**config.mk**
```make
export PLATFORM = sky130hd
export DESIGN_NAME = reliable_datagram_channel_sequencer
export DESIGN_NICKNAME = d
export VERILOG_FILES = /design/src/design/rdcs_pkg.sv /design/src/design/reliable_datagram_channel_sequencer.sv /design/src/design/rdcs_front.sv /design/src/design/rdcs_back.sv /design/src/design/rdcs_outq.sv
export SDC_FILE = /design/constraint.sdc
export NUM_CORES = 2
export LEC_CHECK = 0
export BUFFER_PORTS_ARGS = -buffer_cell sky130_fd_sc_hd__buf_2
export CORE_UTILIZATION = 40
export DETAILED_ROUTE_END_ITERATION = 12
export PLACE_DENSITY = 0.56
export SKIP_LAST_GASP = 1
export SLEW_MARGIN = 20
export SYNTH_ARGS = -nofsm -noshare
export SYNTH_HDL_FRONTEND = slang
export SYNTH_SLANG_ARGS = --single-unit
```
**constraint.sdc**
```tcl
create_clock -name i_clk -period 30.1 [get_ports i_clk]
set_input_delay 1.505 -clock i_clk [delete_from_list [all_inputs] [get_ports i_clk]]
set_output_delay 1.505 -clock i_clk [all_outputs]
set_load 0.02 [all_outputs]
```
**src/design/rdcs_pkg.sv**
```systemverilog
`default_nettype none

package rdcs_pkg;

    localparam int MAX_MESSAGE_BYTES = 2048;
    localparam int HEADER_BYTES      = 8;

    localparam int LEN_W   = 12;
    localparam int SEQ_W   = 31;
    localparam int WORD_W  = 32;
    localparam int CFG_W   = 16;
    localparam int TIME_W  = 48;
    localparam int COST_W  = LEN_W + CFG_W;
    localparam int LIMIT_W = 2 * CFG_W;
    localparam int NOWLIM_W = WORD_W + 1;
    localparam int FIT_W   = LEN_W + 1;
    localparam int DROP_W  = 32;

    localparam int FQ_DEPTH = 4;
    localparam int FQ_PTR_W = $clog2(FQ_DEPTH);
    localparam int FQ_CNT_W = $clog2(FQ_DEPTH + 1);

    localparam int OQ_DEPTH = 8;
    localparam int OQ_PTR_W = $clog2(OQ_DEPTH);
    localparam int OQ_CNT_W = $clog2(OQ_DEPTH + 1);

    localparam logic [0:0] CFG_BYTE_TIME_COST = 1'b0;
    localparam logic [0:0] CFG_CHOKE_BACKLOG  = 1'b1;
    localparam logic [CFG_W-1:0] BYTE_TIME_COST_RESET = 16'd400;
    localparam logic [CFG_W-1:0] CHOKE_BACKLOG_RESET  = 16'd200;

    typedef enum logic [1:0] {
        OP_TX         = 2'd0,
        OP_TX_OVF     = 2'd1,
        OP_RX         = 2'd2,
        OP_RX_FOREIGN = 2'd3
    } t_op;

    typedef enum logic [2:0] {
        ST_SENT     = 3'd0,
        ST_ACCEPTED = 3'd1,
        ST_FATAL    = 3'd2,
        ST_FOREIGN  = 3'd3,
        ST_STALE    = 3'd4
    } t_status;

    typedef struct packed {
        t_op               op;
        logic [WORD_W-1:0] now;
        logic [LEN_W-1:0]  pend_len;
        logic [LEN_W-1:0]  unrel_len;
        logic [SEQ_W-1:0]  rx_seq;
        logic [SEQ_W-1:0]  rx_ack;
        logic              rx_rel_msg;
        logic              rx_rel_ack;
    } t_item;

    typedef struct packed {
        logic [WORD_W-1:0] tx_seq_word;
        logic [WORD_W-1:0] tx_ack_word;
        logic              reliable_included;
        logic [LEN_W-1:0]  reliable_bytes;
        logic              unreliable_included;
        logic [LEN_W-1:0]  packet_bytes;
        logic              pending_taken;
        t_status           status;
        logic [SEQ_W-1:0]  lost_packets;
        logic              can_send;
        logic              can_send_reliable;
        logic [DROP_W-1:0] drop_events;
    } t_result;

endpackage

`default_nettype wire

```
**src/design/reliable_datagram_channel_sequencer.sv**
```systemverilog
// An item taken from the front queue passes the back-end registers r1 and r2 and
// is then written into the output queue, whose head drives the output ports. One
// item per cycle while the output queue has room for it and the items in flight.
// Reset (synchronous, active low): queues empty, sequence state and choke clock
// cleared, byte_time_cost to 400 and choke_backlog_bytes to 200.
`default_nettype none

module reliable_datagram_channel_sequencer (
    input  wire logic                          i_clk,
    input  wire logic                          i_rst_n,
    input  wire logic                          i_cfg_we,
    input  wire logic [0:0]                    i_cfg_idx,
    input  wire logic [rdcs_pkg::CFG_W-1:0]    i_cfg_wdata,
    input  wire logic                          push,
    output logic                               full,
    input  wire logic                          i_mode,
    input  wire logic [rdcs_pkg::WORD_W-1:0]   i_now,
    input  wire logic [rdcs_pkg::LEN_W-1:0]    i_pending_length,
    input  wire logic                          i_message_overflow,
    input  wire logic [rdcs_pkg::LEN_W-1:0]    i_unreliable_length,
    input  wire logic [rdcs_pkg::WORD_W-1:0]   i_rx_seq_word,
    input  wire logic [rdcs_pkg::WORD_W-1:0]   i_rx_ack_word,
    input  wire logic                          i_address_match,
    output logic                               empty,
    input  wire logic                          pop,
    output logic [rdcs_pkg::WORD_W-1:0]        o_tx_seq_word,
    output logic [rdcs_pkg::WORD_W-1:0]        o_tx_ack_word,
    output logic                               o_reliable_included,
    output logic [rdcs_pkg::LEN_W-1:0]         o_reliable_bytes,
    output logic                               o_unreliable_included,
    output logic [rdcs_pkg::LEN_W-1:0]         o_packet_bytes,
    output logic                               o_pending_taken,
    output logic [2:0]                         o_status,
    output logic [rdcs_pkg::SEQ_W-1:0]         o_lost_packets,
    output logic                               o_can_send,
    output logic                               o_can_send_reliable,
    output logic [rdcs_pkg::DROP_W-1:0]        o_drop_events
);

    logic [rdcs_pkg::CFG_W-1:0]    r_byte_time_cost;
    logic [rdcs_pkg::CFG_W-1:0]    r_choke_backlog;
    logic                          w_fq_valid;
    rdcs_pkg::t_item               w_fq_item;
    logic                          w_take;
    logic                          w_res_push;
    rdcs_pkg::t_result             w_res;
    rdcs_pkg::t_result             w_head;
    logic [rdcs_pkg::OQ_CNT_W-1:0] w_oq_count;

    always_ff @(posedge i_clk) begin
        if (!i_rst_n) begin
            r_byte_time_cost <= rdcs_pkg::BYTE_TIME_COST_RESET;
            r_choke_backlog  <= rdcs_pkg::CHOKE_BACKLOG_RESET;
        end else if (i_cfg_we) begin
            case (i_cfg_idx)
                rdcs_pkg::CFG_BYTE_TIME_COST: r_byte_time_cost <= i_cfg_wdata;
                rdcs_pkg::CFG_CHOKE_BACKLOG:  r_choke_backlog  <= i_cfg_wdata;
                default: begin
                end
            endcase
        end
    end

    rdcs_front u_front (
        .i_clk               (i_clk),
        .i_rst_n             (i_rst_n),
        .i_push              (push),
        .o_full              (full),
        .i_mode              (i_mode),
        .i_now               (i_now),
        .i_pending_length    (i_pending_length),
        .i_message_overflow  (i_message_overflow),
        .i_unreliable_length (i_unreliable_length),
        .i_rx_seq_word       (i_rx_seq_word),
        .i_rx_ack_word       (i_rx_ack_word),
        .i_address_match     (i_address_match),
        .o_valid             (w_fq_valid),
        .o_item              (w_fq_item),
        .i_take              (w_take)
    );

    rdcs_back u_back (
        .i_clk            (i_clk),
        .i_rst_n          (i_rst_n),
        .i_valid          (w_fq_valid),
        .i_item           (w_fq_item),
        .o_take           (w_take),
        .i_byte_time_cost (r_byte_time_cost),
        .i_choke_backlog  (r_choke_backlog),
        .i_oq_count       (w_oq_count),
        .o_push           (w_res_push),
        .o_res            (w_res)
    );

    rdcs_outq u_outq (
        .i_clk   (i_clk),
        .i_rst_n (i_rst_n),
        .i_push  (w_res_push),
        .i_data  (w_res),
        .i_pop   (pop),
        .o_empty (empty),
        .o_data  (w_head),
        .o_count (w_oq_count)
    );

    assign o_tx_seq_word         = w_head.tx_seq_word;
    assign o_tx_ack_word         = w_head.tx_ack_word;
    assign o_reliable_included   = w_head.reliable_included;
    assign o_reliable_bytes      = w_head.reliable_bytes;
    assign o_unreliable_included = w_head.unreliable_included;
    assign o_packet_bytes        = w_head.packet_bytes;
    assign o_pending_taken       = w_head.pending_taken;
    assign o_status              = w_head.status;
    assign o_lost_packets        = w_head.lost_packets;
    assign o_can_send            = w_head.can_send;
    assign o_can_send_reliable   = w_head.can_send_reliable;
    assign o_drop_events         = w_head.drop_events;

endmodule

`default_nettype wire

```
**src/design/rdcs_front.sv**
```systemverilog
`default_nettype none

module rdcs_front (
    input  wire logic                          i_clk,
    input  wire logic                          i_rst_n,
    input  wire logic                          i_push,
    output logic                               o_full,
    input  wire logic                          i_mode,
    input  wire logic [rdcs_pkg::WORD_W-1:0]   i_now,
    input  wire logic [rdcs_pkg::LEN_W-1:0]    i_pending_length,
    input  wire logic                          i_message_overflow,
    input  wire logic [rdcs_pkg::LEN_W-1:0]    i_unreliable_length,
    input  wire logic [rdcs_pkg::WORD_W-1:0]   i_rx_seq_word,
    input  wire logic [rdcs_pkg::WORD_W-1:0]   i_rx_ack_word,
    input  wire logic                          i_address_match,
    output logic                               o_valid,
    output rdcs_pkg::t_item                    o_item,
    input  wire logic                          i_take
);

    rdcs_pkg::t_item               r_q [rdcs_pkg::FQ_DEPTH];
    logic [rdcs_pkg::FQ_PTR_W-1:0] r_wr_ptr;
    logic [rdcs_pkg::FQ_PTR_W-1:0] r_rd_ptr;
    logic [rdcs_pkg::FQ_CNT_W-1:0] r_cnt;
    rdcs_pkg::t_item               w_cls;
    logic                          w_wr;
    logic                          w_rd;

    always_comb begin
        w_cls = '0;
        if (!i_mode) begin
            w_cls.op = i_message_overflow ? rdcs_pkg::OP_TX_OVF : rdcs_pkg::OP_TX;
        end else begin
            w_cls.op = i_address_match ? rdcs_pkg::OP_RX : rdcs_pkg::OP_RX_FOREIGN;
        end
        w_cls.now = i_now;
        if (i_pending_length > rdcs_pkg::LEN_W'(rdcs_pkg::MAX_MESSAGE_BYTES)) begin
            w_cls.pend_len = rdcs_pkg::LEN_W'(rdcs_pkg::MAX_MESSAGE_BYTES);
        end else begin
            w_cls.pend_len = i_pending_length;
        end
        w_cls.unrel_len  = i_unreliable_length;
        w_cls.rx_seq     = i_rx_seq_word[rdcs_pkg::SEQ_W-1:0];
        w_cls.rx_ack     = i_rx_ack_word[rdcs_pkg::SEQ_W-1:0];
        w_cls.rx_rel_msg = i_rx_seq_word[rdcs_pkg::WORD_W-1];
        w_cls.rx_rel_ack = i_rx_ack_word[rdcs_pkg::WORD_W-1];
    end

    assign o_full  = (r_cnt == rdcs_pkg::FQ_CNT_W'(rdcs_pkg::FQ_DEPTH));
    assign o_valid = (r_cnt != '0);
    assign o_item  = r_q[r_rd_ptr];
    assign w_wr    = i_push && !o_full;
    assign w_rd    = i_take && o_valid;

    always_ff @(posedge i_clk) begin
        if (w_wr) begin
            r_q[r_wr_ptr] <= w_cls;
        end
    end

    always_ff @(posedge i_clk) begin
        if (!i_rst_n) begin
            r_wr_ptr <= '0;
            r_rd_ptr <= '0;
            r_cnt    <= '0;
        end else begin
            if (w_wr) begin
                r_wr_ptr <= r_wr_ptr + 1'b1;
            end
            if (w_rd) begin
                r_rd_ptr <= r_rd_ptr + 1'b1;
            end
            if (w_wr && !w_rd) begin
                r_cnt <= r_cnt + 1'b1;
            end else if (w_rd && !w_wr) begin
                r_cnt <= r_cnt - 1'b1;
            end
        end
    end

endmodule

`default_nettype wire

```
**src/design/rdcs_back.sv**
```systemverilog
`default_nettype none

module rdcs_back (
    input  wire logic                          i_clk,
    input  wire logic                          i_rst_n,
    input  wire logic                          i_valid,
    input  wire rdcs_pkg::t_item               i_item,
    output logic                               o_take,
    input  wire logic [rdcs_pkg::CFG_W-1:0]    i_byte_time_cost,
    input  wire logic [rdcs_pkg::CFG_W-1:0]    i_choke_backlog,
    input  wire logic [rdcs_pkg::OQ_CNT_W-1:0] i_oq_count,
    output logic                               o_push,
    output rdcs_pkg::t_result                  o_res
);

    localparam int CRED_W = rdcs_pkg::OQ_CNT_W + 1;

    logic [rdcs_pkg::SEQ_W-1:0]  r_out_seq,          n_out_seq;
    logic [rdcs_pkg::SEQ_W-1:0]  r_in_seq,           n_in_seq;
    logic [rdcs_pkg::SEQ_W-1:0]  r_in_acked,         n_in_acked;
    logic                        r_in_rel_acked,     n_in_rel_acked;
    logic                        r_out_rel_bit,      n_out_rel_bit;
    logic                        r_in_rel_bit,       n_in_rel_bit;
    logic [rdcs_pkg::SEQ_W-1:0]  r_last_rel_seq,     n_last_rel_seq;
    logic [rdcs_pkg::LEN_W-1:0]  r_rel_len,          n_rel_len;
    logic [rdcs_pkg::DROP_W-1:0] r_drop,             n_drop;
    logic [rdcs_pkg::TIME_W-1:0] r_clear,            n_clear;
    logic [rdcs_pkg::LIMIT_W-1:0] r_limit;

    rdcs_pkg::t_result           s1_res;
    logic                        s1_upd;
    logic [rdcs_pkg::LEN_W-1:0]  s1_pkt;
    logic                        w_send_rel;
    logic                        w_take_pend;
    logic [rdcs_pkg::FIT_W-1:0]  w_fit_sum;
    logic [rdcs_pkg::SEQ_W-1:0]  w_lost;

    logic                        r1_v;
    rdcs_pkg::t_result           r1_res;
    logic                        r1_upd;
    logic [rdcs_pkg::LEN_W-1:0]  r1_pkt;
    logic [rdcs_pkg::WORD_W-1:0] r1_now;

    logic                          r2_v;
    rdcs_pkg::t_result             r2_res;
    logic                          r2_upd;
    logic [rdcs_pkg::COST_W-1:0]   r2_cost;
    logic [rdcs_pkg::WORD_W-1:0]   r2_now;
    logic [rdcs_pkg::NOWLIM_W-1:0] r2_nowlim;

    logic [rdcs_pkg::TIME_W-1:0] w_base;
    logic [rdcs_pkg::TIME_W:0]   w_sum;
    logic [rdcs_pkg::TIME_W-1:0] w_sat;
    logic                        w_cs;

    assign o_take = i_valid && ((CRED_W'(i_oq_count) + CRED_W'(r1_v) + CRED_W'(r2_v))
                                < CRED_W'(rdcs_pkg::OQ_DEPTH));

    always_comb begin
        n_out_seq      = r_out_seq;
        n_in_seq       = r_in_seq;
        n_in_acked     = r_in_acked;
        n_in_rel_acked = r_in_rel_acked;
        n_out_rel_bit  = r_out_rel_bit;
        n_in_rel_bit   = r_in_rel_bit;
        n_last_rel_seq = r_last_rel_seq;
        n_rel_len      = r_rel_len;
        n_drop         = r_drop;
        s1_res         = '0;
        s1_upd         = 1'b0;
        s1_pkt         = '0;
        w_send_rel     = 1'b0;
        w_take_pend    = 1'b0;
        w_fit_sum      = '0;
        w_lost         = '0;
        if (o_take) begin
            case (i_item.op)
                rdcs_pkg::OP_TX: begin
                    w_send_rel  = (r_in_acked > r_last_rel_seq)
                                  && (r_in_rel_acked != r_out_rel_bit);
                    w_take_pend = (r_rel_len == '0) && (i_item.pend_len != '0);
                    if (w_take_pend) begin
                        n_rel_len     = i_item.pend_len;
                        n_out_rel_bit = ~r_out_rel_bit;
                        w_send_rel    = 1'b1;
                    end
                    s1_res.pending_taken = w_take_pend;
                    s1_res.tx_seq_word   = {w_send_rel, r_out_seq};
                    s1_res.tx_ack_word   = {r_in_rel_bit, r_in_seq};
                    n_out_seq            = r_out_seq + 1'b1;
                    s1_pkt               = rdcs_pkg::LEN_W'(rdcs_pkg::HEADER_BYTES);
                    if (w_send_rel) begin
                        s1_pkt                   = s1_pkt + n_rel_len;
                        n_last_rel_seq           = n_out_seq;
                        s1_res.reliable_included = 1'b1;
                    end
                    w_fit_sum = rdcs_pkg::FIT_W'(s1_pkt) + rdcs_pkg::FIT_W'(i_item.unrel_len);
                    if (w_fit_sum <= rdcs_pkg::FIT_W'(rdcs_pkg::MAX_MESSAGE_BYTES
                                                      + rdcs_pkg::HEADER_BYTES)) begin
                        s1_pkt                     = w_fit_sum[rdcs_pkg::LEN_W-1:0];
                        s1_res.unreliable_included = 1'b1;
                    end
                    s1_res.packet_bytes = s1_pkt;
                    s1_res.status       = rdcs_pkg::ST_SENT;
                    s1_upd              = 1'b1;
                end
                rdcs_pkg::OP_TX_OVF: begin
                    s1_res.status = rdcs_pkg::ST_FATAL;
                end
                rdcs_pkg::OP_RX: begin
                    if (i_item.rx_seq <= r_in_seq) begin
                        s1_res.status = rdcs_pkg::ST_STALE;
                    end else begin
                        w_lost = i_item.rx_seq - r_in_seq - 1'b1;
                        if (w_lost != '0) begin
                            n_drop = r_drop + 1'b1;
                        end
                        if (i_item.rx_rel_ack == r_out_rel_bit) begin
                            n_rel_len = '0;
                        end
                        n_in_seq       = i_item.rx_seq;
                        n_in_acked     = i_item.rx_ack;
                        n_in_rel_acked = i_item.rx_rel_ack;
                        if (i_item.rx_rel_msg) begin
                            n_in_rel_bit = ~r_in_rel_bit;
                        end
                        s1_res.lost_packets = w_lost;
                        s1_res.status       = rdcs_pkg::ST_ACCEPTED;
                    end
                end
                rdcs_pkg::OP_RX_FOREIGN: begin
                    s1_res.status = rdcs_pkg::ST_FOREIGN;
                end
                default: begin
                    s1_res.status = rdcs_pkg::ST_FOREIGN;
                end
            endcase
        end
        s1_res.reliable_bytes = n_rel_len;
        s1_res.drop_events    = n_drop;
    end

    always_comb begin
        if (r_clear < rdcs_pkg::TIME_W'(r2_now)) begin
            w_base = rdcs_pkg::TIME_W'(r2_now);
        end else begin
            w_base = r_clear;
        end
        w_sum = (rdcs_pkg::TIME_W + 1)'(w_base) + (rdcs_pkg::TIME_W + 1)'(r2_cost);
        w_sat = w_sum[rdcs_pkg::TIME_W] ? '1 : w_sum[rdcs_pkg::TIME_W-1:0];
        n_clear = (r2_v && r2_upd) ? w_sat : r_clear;
        w_cs = n_clear < rdcs_pkg::TIME_W'(r2_nowlim);
        o_res = r2_res;
        o_res.can_send          = w_cs;
        o_res.can_send_reliable = w_cs && (r2_res.reliable_bytes == '0);
    end

    assign o_push = r2_v;

    always_ff @(posedge i_clk) begin
        r_limit   <= rdcs_pkg::LIMIT_W'(i_choke_backlog)
                     * rdcs_pkg::LIMIT_W'(i_byte_time_cost);
        r1_res    <= s1_res;
        r1_upd    <= s1_upd;
        r1_pkt    <= s1_pkt;
        r1_now    <= i_item.now;
        r2_res    <= r1_res;
        r2_upd    <= r1_upd;
        r2_cost   <= rdcs_pkg::COST_W'(r1_pkt) * rdcs_pkg::COST_W'(i_byte_time_cost);
        r2_now    <= r1_now;
        r2_nowlim <= rdcs_pkg::NOWLIM_W'(r1_now) + rdcs_pkg::NOWLIM_W'(r_limit);
    end

    always_ff @(posedge i_clk) begin
        if (!i_rst_n) begin
            r_out_seq      <= '0;
            r_in_seq       <= '0;
            r_in_acked     <= '0;
            r_in_rel_acked <= 1'b0;
            r_out_rel_bit  <= 1'b0;
            r_in_rel_bit   <= 1'b0;
            r_last_rel_seq <= '0;
            r_rel_len      <= '0;
            r_drop         <= '0;
            r_clear        <= '0;
            r1_v           <= 1'b0;
            r2_v           <= 1'b0;
        end else begin
            r_out_seq      <= n_out_seq;
            r_in_seq       <= n_in_seq;
            r_in_acked     <= n_in_acked;
            r_in_rel_acked <= n_in_rel_acked;
            r_out_rel_bit  <= n_out_rel_bit;
            r_in_rel_bit   <= n_in_rel_bit;
            r_last_rel_seq <= n_last_rel_seq;
            r_rel_len      <= n_rel_len;
            r_drop         <= n_drop;
            r_clear        <= n_clear;
            r1_v           <= o_take;
            r2_v           <= r1_v;
        end
    end

endmodule

`default_nettype wire

```
**src/design/rdcs_outq.sv**
```systemverilog
`default_nettype none

module rdcs_outq (
    input  wire logic                          i_clk,
    input  wire logic                          i_rst_n,
    input  wire logic                          i_push,
    input  wire rdcs_pkg::t_result             i_data,
    input  wire logic                          i_pop,
    output logic                               o_empty,
    output rdcs_pkg::t_result                  o_data,
    output logic [rdcs_pkg::OQ_CNT_W-1:0]      o_count
);

    rdcs_pkg::t_result             r_q [rdcs_pkg::OQ_DEPTH];
    logic [rdcs_pkg::OQ_PTR_W-1:0] r_wr_ptr;
    logic [rdcs_pkg::OQ_PTR_W-1:0] r_rd_ptr;
    logic [rdcs_pkg::OQ_CNT_W-1:0] r_cnt;
    logic                          w_rd;

    assign o_empty = (r_cnt == '0);
    assign o_data  = r_q[r_rd_ptr];
    assign o_count = r_cnt;
    assign w_rd    = i_pop && !o_empty;

    always_ff @(posedge i_clk) begin
        if (i_push) begin
            r_q[r_wr_ptr] <= i_data;
        end
    end

    always_ff @(posedge i_clk) begin
        if (!i_rst_n) begin
            r_wr_ptr <= '0;
            r_rd_ptr <= '0;
            r_cnt    <= '0;
        end else begin
            if (i_push) begin
                r_wr_ptr <= r_wr_ptr + 1'b1;
            end
            if (w_rd) begin
                r_rd_ptr <= r_rd_ptr + 1'b1;
            end
            if (i_push && !w_rd) begin
                r_cnt <= r_cnt + 1'b1;
            end else if (w_rd && !i_push) begin
                r_cnt <= r_cnt - 1'b1;
            end
        end
    end

endmodule

`default_nettype wire

```
==> impl_metrics.json <==
{
  "clock-sinks": 2498,
  "dr_wl_met2_um": 128000,
  "critPathBufInv": 4,
  "fin_crit_ns": 9.75,
  "syn_area_per_cell_um2": 14.7,
  "ys.warnings.count": 0,
  "antenna_found_initial": 64,
  "startpoint_type": "flop",
  "holdBufCountCts": 0,
  "firstDrtPassIters": 7,
  "wirelength_um": 263000,
  "cp-end-kind": "flop",
  "reg2reg_depth": 35,
  "syn_area_mm2": 0.110,
  "grt_pass1_wl_um": 397000,
  "cpMostUsedCell": "a21o_1",
  "initial_core_util_pct": 40.3,
  "maxSlewViolCount": 0,
  "cts_resized": 0,
  "grt_usage_pct": 18.9,
  "drtIter0Drc": 4124,
  "gp_congestion": 0.859,
  "p_seq_share_pct": 39.9,
  "die_area_mm2": 0.276,
  "synth-seq-cells": 2498,
  "min_to": "u_back.o_res[151]",
  "p_leak_nw": 44.8,
  "whs_path_depth": 0,
  "crit_family": "compound AO/OA/AOI/OAI gates",
  "max_slew_margin_pct": 22.9,
  "fmax_ghz": 0.103,
  "htree_levels": 5,
  "synth.top_cell.area_share_pct": 48.0,
  "routed.top_layer": "met5",
  "worst_slew_pin_slew_ns": 1.16,
  "die_y_um": 525,
  "outcome": "finished clean",
  "clock_path_buffers": 4,
  "routed_via_density": 5.26,
  "synth-edff-count": 1752,
  "die_x_um": 525,
  "rsz0062_at_grt": "no",
  "path_max_fanout": 39,
  "hp-start": "u_back.r1_res[151]",
  "yosysSeqAreaShare_pct": 61.7,
  "cap_violations": 0,
  "ant_nets": 0,
  "cts_tree": "yes",
  "cts_buffers": 279,
  "yosysTopAreaCell": "edfxtp_1",
  "place_worst_setup_slack_ns": 20.46,
  "critical-path-slowest-cell": "nand2_1",
  "crit_type": "flop to flop",
  "post_cts_buffers": 0,
  "dp_hpwl_um": 169000,
  "finalHoldViolCount": 0,
  "pwr-share-comb_pct": 29.5,
  "syn2layout_area_growth_pct": 13.4,
  "synth_area_leaders": "edfxtp_1, dfxtp_1, mux4_2",
  "drc": 0,
  "cpPeakStageDelay_ns": 0.75,
  "intPower_mw": 7.30,
  "layout.nets": 8649,
  "num_rows": 191,
  "fin_crit_sh_pct": 32.4,
  "powerDensity_mw_per_mm2": 87.0,
  "timing.rr.start": "u_back.r2_now[29]",
  "ir_drop_mv": 0.0686,
  "setup_viol": 0,
  "wl_met3_um": 13700,
  "clockRootBuffer": "clkbuf_16",
  "clkTransAtPathRegs_ns": 0.06,
  "clkPwrFrac_pct": 30.6,
  "finalSetupTns_ns": 0,
  "hold_class": "flop to flop",
  "io_pins": 306,
  "coreArea_mm2": 0.271,
  "clock_latency_ns": 0.87,
  "wl_per_cell_um": 22.6,
  "wl_met1_um": 114000,
  "grt_overflow": 0,
  "setup_ws_ns": 20.35,
  "reg2reg_slack_ns": 20.35,
  "sw_frac_of_total_pct": 32.4,
  "io_buffers": 305,
  "synth_cells": 7436,
  "required_ns": 30.60,
  "synth_nets": 8303,
  "drive_gt1_share_pct": 18.5,
  "grt_pass1_vias": 63145,
  "grt_max_degree": 141,
  "p_sw_mw": 3.50,
  "worst_ep_arrival_time_ns": 10.25,
  "skew_ns": 0.0748,
  "reg2reg_to": "u_outq.r_q[7][33]",
  "async_flop_share_pct": 0,
  "yosys_most_used_dff": "edfxtp_1",
  "vias": 60971,
  "ys_types": 94
}
## area by class of cell
class | instances | area (um^2)
clock buffers | 387 | 7930
flip-flops and latches | 2498 | 67600
well taps | 3570 | 4470
repair buffers | 388 | 2280
fillers | 23773 | 147000
clock inverters | 119 | 1050
multi-input cells | 4048 | 38700
inverters | 567 | 2130
diodes | 18 | 45.0
## registers in the layout, indices dropped and copies added, names as in the netlist, 4 cells and up, named ones only
signal and flops:
r_byte_time_cost 16, u_back.r_out_seq 31, u_back.r2_cost 28, u_back.o_res 156, u_back.r_drop 32, u_back.r_last_rel_seq 31, u_outq.r_q 1264, u_back.r_rel_len 12
u_back.r1_now 32, u_back.r2_nowlim 33, u_back.r2_now 32, u_back.r_in_seq 31, u_back.r_clear 48, u_back.r1_res 156, u_front.r_q 488, u_back.r_limit 32
u_outq.o_count 4, u_back.r_in_acked 31, r_choke_backlog 16
## worst max-delay path by stage
stage | start | end | slack [ns] | depth (start not counted)
6_report | u_back.r2_now[29] | u_outq.r_q[7][33] | 20.35 | 35
5_1_grt | u_back.r2_now[29] | u_outq.r_q[6][33] | 19.70 | 35
4_1_cts | u_back.r2_now[29] | u_outq.r_q[3][33] | 20.41 | 35
3_5_place_dp | u_back.r2_now[29] | u_outq.r_q[4][33] | 20.46 | 35
3_3_place_gp | u_back.r2_now[30] | u_outq.r_q[0][33] | 20.70 | 35
2_1_floorplan | u_back.o_push | u_outq.r_q[0][0] | 17.86 | 3
## metrics by stage
step | utilization, % | cells | hold slack (ns) | power, mW | cell area [um^2]
after global routing | 45.7 | 11579 | 0.311 | 11.3 | 124000
after floorplan | - | 7436 | 0.310 | 6.63 | 110000
after detailed placement | 42.4 | 11069 | 0.312 | 7.58 | 115000
after CTS | 45.7 | 11575 | 0.306 | 10.9 | 124000
after global placement | 42.4 | 11069 | 0.311 | 7.54 | 115000
final | 45.7 | 11595 | 0.309 | 10.8 | 124000
## power groups by stage
stage | Sequential [mW] | Combinational (mW) | Clock [mW]
after floorplan | 4.25 | 2.38 | 0
after global placement | 4.37 | 3.17 | 0
after detailed placement | 4.38 | 3.19 | 0
after CTS | 4.31 | 3.22 | 3.39
after global routing | 4.34 | 3.50 | 3.51
final | 4.31 | 3.19 | 3.31
## layout by cell type, fill, tap and decap left out, drive strengths merged, types with 13 or more instances in the layout
cell and instances:
and3 41, ha 382, or3 25, o21ai 134, mux2 161, buf 388
a31o 14, o22a 13, a211oi 45, o31ai 15, diode 18, nand2 702
nand2b 45, clkbuf 387, xor2 72, or4 14, and2 252, mux2i 38
edfxtp 1752, nor4 35, nand3 70, o21bai 20, and4 13, dfxtp 746
fa 340, a21oi 288, a31oi 25, nand4 40, o32ai 13, nor2b 30
o21a 39, a21o 76, nor2 331, mux4 438, inv 579, xnor2 135
clkinv 92, nor3 62
## metal layers
| layer | vias up | track usage (%) |
|---|---|---|
| met2 | 1459 | 32.0 |
| met3 | 434 | 2.97 |
| met5 | - | 0 |
| met4 | 40 | 4.55 |
| li1 | 27774 | - |
| met1 | 31264 | 25.4 |
## synthesized netlist by cell type (30+ instances only)
cell type  instances
buf_1             55
nor4_1            31
nor2b_1           30
a211oi_1          44
nand4_1           40
inv_1            566
nand2b_1          45
clkbuf_1         257
mux4_2           438
o21a_1            39
fa_1             340
edfxtp_1        1752
mux2_2           159
a21o_1            76
nor3_1            56
ha_1             382
mux2i_1           38
o21ai_0          123
nand3_1           70
nand2_1          702
a21oi_1          285
nor2_1           331
dfxtp_1          746
and3_1            41
xor2_1            72
and2_1           251
xnor2_1          134
## cell families after synthesis
kind of cell	count (synthesis)	share of synthesized area, %
flops	2498	61.7
simple gates	1693	7.33
buf+inv	890	3.09
compound gates	789	4.65
fa+ha+maj	722	10.6
mux	637	11.0
xor+xnor	207	1.66
## worst register-to-register path: cells and delay by family (launching register included)
kind	cells	cell delay, ns
AO/OA/AOI/OAI	16	3.39
adder cells (fa/ha/maj)	4	1.20
buffers and inverters	4	0.94
flip-flops	1	0.37
multiplexers	1	0.24
AND/OR/NAND/NOR	10	3.29
Power figures use the tool's default switching activity.
